`src/hdl/lr_pkg.sv`:
```
// Shared constants, item types and queue command type for the line rasterizer.
package lr_pkg;

  localparam int unsigned SCREEN_WIDTH  = 640;
  localparam int unsigned SCREEN_HEIGHT = 480;

  localparam int unsigned COORD_W = 12;
  localparam int unsigned X_W     = 10;
  localparam int unsigned Y_W     = 9;
  localparam int unsigned ADDR_W  = 19;
  localparam int unsigned COLOR_W = 8;
  localparam int unsigned ERR_W   = 12;
  localparam int unsigned STEP_W  = 2;

  localparam int unsigned QUEUE_DEPTH = 2;

  typedef enum logic {
    OP_START = 1'b0,
    OP_STEP  = 1'b1
  } lr_op_e;

  typedef struct packed {
    lr_op_e                     operation;
    logic signed [COORD_W-1:0]  start_x;
    logic signed [COORD_W-1:0]  start_y;
    logic signed [COORD_W-1:0]  end_x;
    logic signed [COORD_W-1:0]  end_y;
    logic [COLOR_W-1:0]         color;
  } lr_in_t;

  typedef struct packed {
    logic [X_W-1:0]     pixel_x;
    logic [Y_W-1:0]     pixel_y;
    logic [ADDR_W-1:0]  pixel_address;
    logic [COLOR_W-1:0] shade;
    logic               last;
  } lr_out_t;

  // Classified item as it sits in the queue
  typedef struct packed {
    lr_op_e                    op;
    logic [X_W-1:0]            x0;
    logic [Y_W-1:0]            y0;
    logic [X_W-1:0]            major;
    logic [X_W-1:0]            minor;
    logic signed [STEP_W-1:0]  x_step;
    logic signed [STEP_W-1:0]  y_step;
    logic                      swapped;
    logic [COLOR_W-1:0]        color;
  } lr_cmd_t;

  typedef struct packed {
    logic busy;
    logic load;
    logic fin;
  } lr_back_status_t;

endpackage

```
`src/hdl/line_rasterizer.sv`:
```
// Top level of the line rasterizer: front end, command queue and stepping back end.
// A step item passes through the queue and then the output register before its pixel shows at the output.
// Throughput: one item per clock while the queue is not full; each step item yields at most one pixel.
// The queue holds two classified items; input stalls only when it is full.
// The output register reloads on the edge it is taken; a held pixel keeps the next step queued while a line is armed.
// Reset (asynchronous, active low) empties the queue and output, and leaves no line armed.
module line_rasterizer import lr_pkg::*; (
  input  logic    clk_i,
  input  logic    rst_ni,
  input  logic    in_valid_i,
  output logic    in_stall_o,
  input  lr_in_t  in_item_i,
  output logic    out_valid_o,
  input  logic    out_stall_i,
  output lr_out_t out_item_o
);

  // front -> queue
  logic    q_push, q_full;
  lr_cmd_t front_cmd;

  // queue -> back
  logic    q_pop, q_empty;
  lr_cmd_t q_cmd;

  lr_back_status_t back_st;

  // Clamping, deltas, signs and the steep-line swap are settled here, so the
  // back end only ever sees ready-made setup values.
  lr_front u_front (
    .in_valid_i (in_valid_i),
    .in_stall_o (in_stall_o),
    .in_item_i  (in_item_i),
    .q_full_i   (q_full),
    .push_o     (q_push),
    .cmd_o      (front_cmd)
  );

  // Decouples input acceptance from output back-pressure.
  lr_queue u_queue (
    .clk_i   (clk_i),
    .rst_ni  (rst_ni),
    .push_i  (q_push),
    .cmd_i   (front_cmd),
    .full_o  (q_full),
    .pop_i   (q_pop),
    .empty_o (q_empty),
    .cmd_o   (q_cmd)
  );

  // Start items arm the engine; step items while idle are simply dropped.
  // A step for an armed line only leaves the queue when the output register can take its pixel.
  lr_back u_back (
    .clk_i       (clk_i),
    .rst_ni      (rst_ni),
    .empty_i     (q_empty),
    .cmd_i       (q_cmd),
    .pop_o       (q_pop),
    .out_valid_o (out_valid_o),
    .out_stall_i (out_stall_i),
    .out_item_o  (out_item_o),
    .status_o    (back_st)
  );

  // Frame-buffer offset must always agree with the emitted coordinates
  a_addr_match: assert property (@(posedge clk_i) disable iff (!rst_ni)
    out_valid_o |-> out_item_o.pixel_address ==
      ADDR_W'(out_item_o.pixel_y) * ADDR_W'(SCREEN_WIDTH) + ADDR_W'(out_item_o.pixel_x))
    else $error("pixel address does not match coordinates");

  // Stepping never walks off the screen
  a_on_screen: assert property (@(posedge clk_i) disable iff (!rst_ni)
    out_valid_o |-> (out_item_o.pixel_x <= X_W'(SCREEN_WIDTH - 1)) &&
                    (out_item_o.pixel_y <= Y_W'(SCREEN_HEIGHT - 1)))
    else $error("pixel outside screen");

  // A new pixel must never overwrite one that is still held by back-pressure
  a_no_overwrite: assert property (@(posedge clk_i) disable iff (!rst_ni)
    back_st.load |-> !(out_valid_o && out_stall_i))
    else $error("output register overwritten while stalled");

  // A last pixel ends the line: the engine is idle on the next cycle
  a_last_ends_line: assert property (@(posedge clk_i) disable iff (!rst_ni)
    back_st.load && back_st.fin |=> !back_st.busy)
    else $error("engine still busy after last pixel");

endmodule

```
`src/hdl/lr_front.sv`:
```
// Front end: accepts items, clamps endpoints and works out deltas, signs and axis swap.
module lr_front import lr_pkg::*; (
  input  logic    in_valid_i,
  output logic    in_stall_o,
  input  lr_in_t  in_item_i,
  input  logic    q_full_i,
  output logic    push_o,
  output lr_cmd_t cmd_o
);

  function automatic logic [X_W-1:0] clamp_x(input logic signed [COORD_W-1:0] v);
    logic [X_W-1:0] r;
    if (v < 0) begin
      r = '0;
    end else if (v > $signed(COORD_W'(SCREEN_WIDTH - 1))) begin
      r = X_W'(SCREEN_WIDTH - 1);
    end else begin
      r = v[X_W-1:0];
    end
    return r;
  endfunction

  function automatic logic [Y_W-1:0] clamp_y(input logic signed [COORD_W-1:0] v);
    logic [Y_W-1:0] r;
    if (v < 0) begin
      r = '0;
    end else if (v > $signed(COORD_W'(SCREEN_HEIGHT - 1))) begin
      r = Y_W'(SCREEN_HEIGHT - 1);
    end else begin
      r = v[Y_W-1:0];
    end
    return r;
  endfunction

  logic [X_W-1:0] x1, x2, dx;
  logic [Y_W-1:0] y1, y2, dy;
  logic signed [STEP_W-1:0] sx, sy;
  logic steep;

  // no state here; the front only stalls on a full queue
  assign in_stall_o = q_full_i;
  assign push_o     = in_valid_i && !q_full_i;

  always_comb begin
    x1 = clamp_x(in_item_i.start_x);
    x2 = clamp_x(in_item_i.end_x);
    y1 = clamp_y(in_item_i.start_y);
    y2 = clamp_y(in_item_i.end_y);

    if (x2 < x1) begin
      dx = x1 - x2;
      sx = -STEP_W'(1);
    end else begin
      dx = x2 - x1;
      sx = (x2 == x1) ? STEP_W'(0) : STEP_W'(1);
    end

    if (y2 < y1) begin
      dy = y1 - y2;
      sy = -STEP_W'(1);
    end else begin
      dy = y2 - y1;
      sy = (y2 == y1) ? STEP_W'(0) : STEP_W'(1);
    end

    steep = X_W'(dy) > dx;

    cmd_o.op      = in_item_i.operation;
    cmd_o.x0      = x1;
    cmd_o.y0      = y1;
    cmd_o.major   = steep ? X_W'(dy) : dx;
    cmd_o.minor   = steep ? dx : X_W'(dy);
    cmd_o.x_step  = sx;
    cmd_o.y_step  = sy;
    cmd_o.swapped = steep;
    cmd_o.color   = in_item_i.color;
  end

endmodule

```
`src/hdl/lr_queue.sv`:
```
// Short command queue between front and back end.
module lr_queue import lr_pkg::*; (
  input  logic    clk_i,
  input  logic    rst_ni,
  input  logic    push_i,
  input  lr_cmd_t cmd_i,
  output logic    full_o,
  input  logic    pop_i,
  output logic    empty_o,
  output lr_cmd_t cmd_o
);

  localparam int unsigned PTR_W = (QUEUE_DEPTH > 1) ? $clog2(QUEUE_DEPTH) : 1;
  localparam int unsigned CNT_W = $clog2(QUEUE_DEPTH + 1);

  lr_cmd_t            slot_q [QUEUE_DEPTH];
  logic [PTR_W-1:0]   wr_ptr_q, rd_ptr_q;
  logic [CNT_W-1:0]   count_q;
  logic               do_push, do_pop;

  assign full_o  = (count_q == CNT_W'(QUEUE_DEPTH));
  assign empty_o = (count_q == '0);
  assign cmd_o   = slot_q[rd_ptr_q];
  assign do_push = push_i && !full_o;
  assign do_pop  = pop_i && !empty_o;

  function automatic logic [PTR_W-1:0] ptr_inc(input logic [PTR_W-1:0] p);
    return (p == PTR_W'(QUEUE_DEPTH - 1)) ? '0 : p + PTR_W'(1);
  endfunction

  always_ff @(posedge clk_i) begin
    if (do_push) begin
      slot_q[wr_ptr_q] <= cmd_i;
    end
  end

  always_ff @(posedge clk_i or negedge rst_ni) begin
    if (!rst_ni) begin
      wr_ptr_q <= '0;
      rd_ptr_q <= '0;
      count_q  <= '0;
    end else begin
      if (do_push) wr_ptr_q <= ptr_inc(wr_ptr_q);
      if (do_pop)  rd_ptr_q <= ptr_inc(rd_ptr_q);
      if (do_push && !do_pop) begin
        count_q <= count_q + CNT_W'(1);
      end else if (do_pop && !do_push) begin
        count_q <= count_q - CNT_W'(1);
      end
    end
  end

endmodule

```
`src/hdl/lr_back.sv`:
```
// Back end: Bresenham stepping engine and registered pixel output.
module lr_back import lr_pkg::*; (
  input  logic            clk_i,
  input  logic            rst_ni,
  input  logic            empty_i,
  input  lr_cmd_t         cmd_i,
  output logic            pop_o,
  output logic            out_valid_o,
  input  logic            out_stall_i,
  output lr_out_t         out_item_o,
  output lr_back_status_t status_o
);

  localparam int unsigned EW = ERR_W + 1;

  logic [X_W-1:0]           cur_x_q, cur_x_d;
  logic [Y_W-1:0]           cur_y_q, cur_y_d;
  logic [ERR_W-1:0]         err_q, err_d;
  logic [X_W-1:0]           major_q, major_d;
  logic [X_W-1:0]           minor_q, minor_d;
  logic signed [STEP_W-1:0] xs_q, xs_d, ys_q, ys_d;
  logic                     swapped_q, swapped_d;
  logic [X_W-1:0]           left_q, left_d;
  logic [COLOR_W-1:0]       color_q, color_d;
  logic                     busy_q, busy_d;
  logic                     out_valid_q, out_valid_d;
  lr_out_t                  out_q, out_d;

  logic           can_emit, load, fin, err_ge;
  logic [EW-1:0]  err_ext, err_next;
  logic [X_W-1:0] x_inc;
  logic [Y_W-1:0] y_inc;

  assign can_emit = !out_valid_q || !out_stall_i;
  assign pop_o    = !empty_i && ((cmd_i.op == OP_START) || !busy_q || can_emit);
  assign load     = pop_o && (cmd_i.op == OP_STEP) && busy_q;
  assign fin      = (left_q <= X_W'(1));
  assign err_ge   = !err_q[ERR_W-1];
  assign x_inc    = {{(X_W-STEP_W){xs_q[STEP_W-1]}}, xs_q};
  assign y_inc    = {{(Y_W-STEP_W){ys_q[STEP_W-1]}}, ys_q};
  assign err_ext  = {err_q[ERR_W-1], err_q};

  // err - (err >= 0 ? 2*major : 0) + 2*minor, modulo EW bits
  assign err_next = err_ext - (err_ge ? EW'({major_q, 1'b0}) : EW'(0))
                  + EW'({minor_q, 1'b0});

  always_comb begin
    out_d.pixel_x       = cur_x_q;
    out_d.pixel_y       = cur_y_q;
    out_d.pixel_address = ADDR_W'(cur_y_q) * ADDR_W'(SCREEN_WIDTH) + ADDR_W'(cur_x_q);
    out_d.shade         = color_q;
    out_d.last          = fin;
  end

  always_comb begin
    cur_x_d   = cur_x_q;
    cur_y_d   = cur_y_q;
    err_d     = err_q;
    major_d   = major_q;
    minor_d   = minor_q;
    xs_d      = xs_q;
    ys_d      = ys_q;
    swapped_d = swapped_q;
    left_d    = left_q;
    color_d   = color_q;
    busy_d    = busy_q;

    if (pop_o) begin
      unique case (cmd_i.op)
        OP_START: begin
          cur_x_d   = cmd_i.x0;
          cur_y_d   = cmd_i.y0;
          major_d   = cmd_i.major;
          minor_d   = cmd_i.minor;
          xs_d      = cmd_i.x_step;
          ys_d      = cmd_i.y_step;
          swapped_d = cmd_i.swapped;
          color_d   = cmd_i.color;
          err_d     = ERR_W'(EW'({cmd_i.minor, 1'b0}) - EW'(cmd_i.major));
          left_d    = cmd_i.major + X_W'(1);
          busy_d    = 1'b1;
        end
        OP_STEP: begin
          if (busy_q) begin
            if (fin) begin
              busy_d = 1'b0;
              left_d = '0;
            end else begin
              if (swapped_q) begin
                cur_y_d = cur_y_q + y_inc;
                if (err_ge) cur_x_d = cur_x_q + x_inc;
              end else begin
                cur_x_d = cur_x_q + x_inc;
                if (err_ge) cur_y_d = cur_y_q + y_inc;
              end
              err_d  = err_next[ERR_W-1:0];
              left_d = left_q - X_W'(1);
            end
          end
        end
        default: ;
      endcase
    end

    if (load) begin
      out_valid_d = 1'b1;
    end else begin
      out_valid_d = out_valid_q && out_stall_i;
    end
  end

  always_ff @(posedge clk_i or negedge rst_ni) begin
    if (!rst_ni) begin
      cur_x_q     <= '0;
      cur_y_q     <= '0;
      err_q       <= '0;
      major_q     <= '0;
      minor_q     <= '0;
      xs_q        <= '0;
      ys_q        <= '0;
      swapped_q   <= 1'b0;
      left_q      <= '0;
      color_q     <= '0;
      busy_q      <= 1'b0;
      out_valid_q <= 1'b0;
    end else begin
      cur_x_q     <= cur_x_d;
      cur_y_q     <= cur_y_d;
      err_q       <= err_d;
      major_q     <= major_d;
      minor_q     <= minor_d;
      xs_q        <= xs_d;
      ys_q        <= ys_d;
      swapped_q   <= swapped_d;
      left_q      <= left_d;
      color_q     <= color_d;
      busy_q      <= busy_d;
      out_valid_q <= out_valid_d;
    end
  end

  always_ff @(posedge clk_i) begin
    if (load) begin
      out_q <= out_d;
    end
  end

  assign out_valid_o   = out_valid_q;
  assign out_item_o    = out_q;
  assign status_o.busy = busy_q;
  assign status_o.load = load;
  assign status_o.fin  = fin;

endmodule
```
`config.mk`:
```
export PLATFORM = sky130hd
export DESIGN_NAME = line_rasterizer
export DESIGN_NICKNAME = d
export VERILOG_FILES = /design/src/hdl/lr_pkg.sv /design/src/hdl/line_rasterizer.sv /design/src/hdl/lr_front.sv /design/src/hdl/lr_queue.sv /design/src/hdl/lr_back.sv
export SDC_FILE = /design/constraint.sdc
export NUM_CORES = 1
export LEC_CHECK = 0
export BUFFER_PORTS_ARGS = -buffer_cell sky130_fd_sc_hd__buf_2
export CAP_MARGIN = 20
export CORE_MARGIN = 5
export CORE_UTILIZATION = 55
export CTS_BUF_LIST = sky130_fd_sc_hd__clkbuf_2
export DETAILED_ROUTE_END_ITERATION = 10
export PLACE_DENSITY = 0.74
export RECOVER_POWER = 25
export SLEW_MARGIN = 20
export SYNTH_ARGS = -nofsm -noshare
export SYNTH_HDL_FRONTEND = slang
export SYNTH_SLANG_ARGS = --single-unit
```
`constraint.sdc`:
```
create_clock -name clk_i -period 4.2 [get_ports clk_i]
set_input_delay 0.84 -clock clk_i [delete_from_list [all_inputs] [get_ports clk_i]]
set_output_delay 0.84 -clock clk_i [all_outputs]
set_load 0.02 [all_outputs]
```
==> results.md <==
* Status: complete, but fails checks
* Failing checks: max-capacitance violations, max-slew violations, negative setup slack
* Worst-margin pin slew at 2.05 ns
* CP endpoint kind: flip-flop
* Core area at 25000 sq um
* Main synth FF type: edfxtp_1
* FF/Latch Area at 6360 sq um
* Netlist Area Pre-Place at 13900 sq um
* WHS at 0.238 ns
* CTS Sinks at 225
* TritonCTS clock tree: built
* Hold Fails Final Rpt at 0
* Final Setup Violations at 38
* P&R area growth vs syn at 20.9%
* Total GRT Usage at 21.8%
* Most common cell in the synthesized netlist: edfxtp_1
* Overall power at 0.0143 W
* Max Clock Freq at 228 MHz
* Largest cells by area after synthesis: edfxtp_1, dfrtp_1, ha_1, mux2i_1, inv_1
* Clock Path Buffers at 3
* Simple-gate share of the synthesized area at 12.9%
* Vias in the first global route at 10700
* TritonCTS buffer count at 54
* WL/cell at 15.9 um
* Tmin final at 4.38 ns
* DR vias/cell at 5.40
* Max_slew headroom at -36.7%
* Worst Reg-to-Reg Cells at 11
* Crit Path Class: input port to flip-flop
* I/O pin cnt at 110
* Std-Cell Rows at 58
* Worst EP required at 4.76 ns
* Initial antenna violation count at 1
* Final Max Tran Viols at 80
* Worst reg2reg path startpoint: u_back.err_q[11]
* Total Wirelength at 31700 um
* Detailed Place HPWL at 23700 um
* Dpl ws at -1.10 ns
* Synth top area share at 31.6%
* Max VDD drop at 0.509 mV
* Die ar. at 28500 sq um
* Worst skew pair latency at 0.81 ns
* RSZ-0062 raised after global routing: yes
* HP Start: in_item_i[7]
* Min-delay worst type: input port to flip-flop
* Yosys warnings at 0
* Reg2reg end: u_back.err_q[11]
* Setup slack, reg-to-reg at 0.76 ns
* Synth area leader: edfxtp_1
* Fillers at 1962
* Final nets at 1795
* Largest family of logic cells by synthesized area: compound AO/OA/AOI/OAI gates
* Hold EP: u_queue.slot_q[1][7]
* Vias at 10700
* Post-synthesis area per instance at 10.4 sq um
* CTS H-tree lvls at 2
* Die W at 169 um
* Max-Cap Viols at 1
* Post-synth EDFFs at 146
* FFs w/ async S/R, synth at 35.1%
* Chip height at 169 um
* Gpl congestion at 0.931
* Clock slew at reported path FFs at 0.11 ns
* Post-route ant nets at 0
* Number of synthesized register bits at 225
* Crit share post-route at 104%
* XOR/XNOR Fraction of Synth Area at 3.98%
* Area of the multi-input gates at 7150 sq um
* Seq/Total Area, Yosys at 45.9%
* Root buffer cell: clkbuf_2
* Starting Density at 55.4%
* Static Leak at 7.65 nW
* Grt ovf at 0
* Hold Path Stages at 1
* Worst setup margin at -0.178 ns
* DR pass1 iterations at 5
* Worst Skew at 0.0774 ns
* Synth Area in Compound Gates at 13.2%
* Largest fanout on the critical path at 8
* Layout cells sized above 1 at 29.1%
* Mapped Cells at 1330
* CP Data Arrival Time at 4.94 ns
* P per Cell Area at 853 nW/um^2
* Critical Path Source Type: input port
* Synth Area in Adders at 12.0%
* Port bufs at 109
* Remaining DRCs at 0
* Synth cell types at 79
* 1st-iter DRT viols at 552
* Largest net degree at the start of global routing at 80
* Post-synthesis mux area share at 6.55%
* Synth cell count leaders: edfxtp_1, inv_1, nor2_1, ha_1, o21ai_0
* First-pass GRT wire length at 51100 um
metrics by stage:
step                      instance area (sq um)  TNS (ns)  cells  utilization [%]
after floorplan                           13900    -19.07   1331                -
after global routing                      16800     -5.71   1989             66.9
after CTS                                 16400         0   1977             65.4
after global placement                    15800    -36.14   1874             63.1
after detailed placement                  15800    -39.11   1874             63.1
final                                     16800     -5.67   1989             66.9
worst max-delay path, cell delays in order:
cell and delay (ns):
buf_6 0.09, or2_4 0.24, a41o_4 0.27, or3b_4 0.40, ha_4 0.30, nand2_4 0.04
and2b_1 0.23, o2111ai_2 0.13, a21oi_1 0.29, o2bb2ai_2 0.12, xnor2_2 0.24, inv_1 0.12
ha_4 0.23, a21o_1 0.18, a21oi_2 0.17, nand2b_1 0.09, o211ai_1 0.36, mux2i_4 0.20
buf_8 0.20, mux2i_4 0.18
placed cells by master (no fill, tap or decap), drive strengths merged, types with 46 or more instances in the layout:
master / count
edfxtp: 146
nor2: 110
buf: 269
ha: 101
xnor2: 46
clkbuf: 81
o21ai: 91
inv: 128
dfrtp: 79
mux2i: 75
nand2: 88
a21oi: 81
report_power, final:
part / internal (W) / total (W) / switching [W]
clock network: 0.000617 / 0.00147 / 0.000858
logic: 0.00379 / 0.00878 / 0.00499
registers: 0.00353 / 0.00405 / 0.000521
worst max-delay path by stage:
stage	startpoint	endpoint	slack [ns]
4_1_cts	in_item_i[52]	u_queue.slot_q[0][31]	0.01
6_report	in_item_i[41]	u_queue.slot_q[1][16]	-0.18
5_1_grt	in_item_i[41]	u_queue.slot_q[0][20]	-0.19
3_5_place_dp	in_item_i[18]	u_queue.slot_q[0][26]	-1.10
3_3_place_gp	in_item_i[18]	u_queue.slot_q[0][27]	-0.99
2_1_floorplan	in_item_i[41]	u_queue.slot_q[0][15]	-0.59
what timing repair did:
| action | CTS | global route |
|---|---|---|
| resized for setup | 7 | 56 |
| pin swaps | 2 | 29 |
| hold buffers | 0 | 0 |
| endpoints found under the setup margin | 36 | 38 |
| cloned | 0 | 0 |
| buffers inserted | 2 | 11 |
layer usage:
metal  vias to the layer above  part of all wire [%]  GRT usage, %
li1                       5278                     -             -
met1                      5086                    43          28.8
met2                       328                    49          37.2
met3                        53                   5.3          3.27
met4                         0                   2.6          6.92
met5                         -                     0             0
registers in the layout, indices dropped and copies added (netlist names):
| register | count |
|---|---|
| u_back.busy_q | 1 |
| u_back.color_q | 8 |
| u_back.cur_x_q | 10 |
| u_back.cur_y_q | 9 |
| u_back.err_q | 11 |
| u_back.left_q | 10 |
| u_back.major_q | 10 |
| u_back.minor_q | 10 |
| u_back.out_item_o | 40 |
| u_back.out_valid_o | 1 |
| u_back.swapped_q | 1 |
| u_back.xs_q | 2 |
| u_back.ys_q | 2 |
| u_queue.count_q | 2 |
| u_queue.rd_ptr_q | 1 |
| u_queue.slot_q | 106 |
| u_queue.wr_ptr_q | 1 |
cell type report:
class | count | share of cell area, %
tap | 330 | 2.46
inverter | 126 | 2.85
antenna | 1 | 0.0149
timing repair buffer | 276 | 10.8
sequential | 225 | 38.0
clock buffer | 74 | 2.21
multi-input combinational | 930 | 42.7
clock inverter | 27 | 1.00
logic make-up after synthesis:
logic type	after synthesis
and+or+nand+nor	363
xor gates and xnor gates	63
adders and majority gates	121
other	1
DFF	225
AOI/OAI and AO/OA	292
buffers and inverters	176
muxes	89
Power figures use the tool's default switching activity.
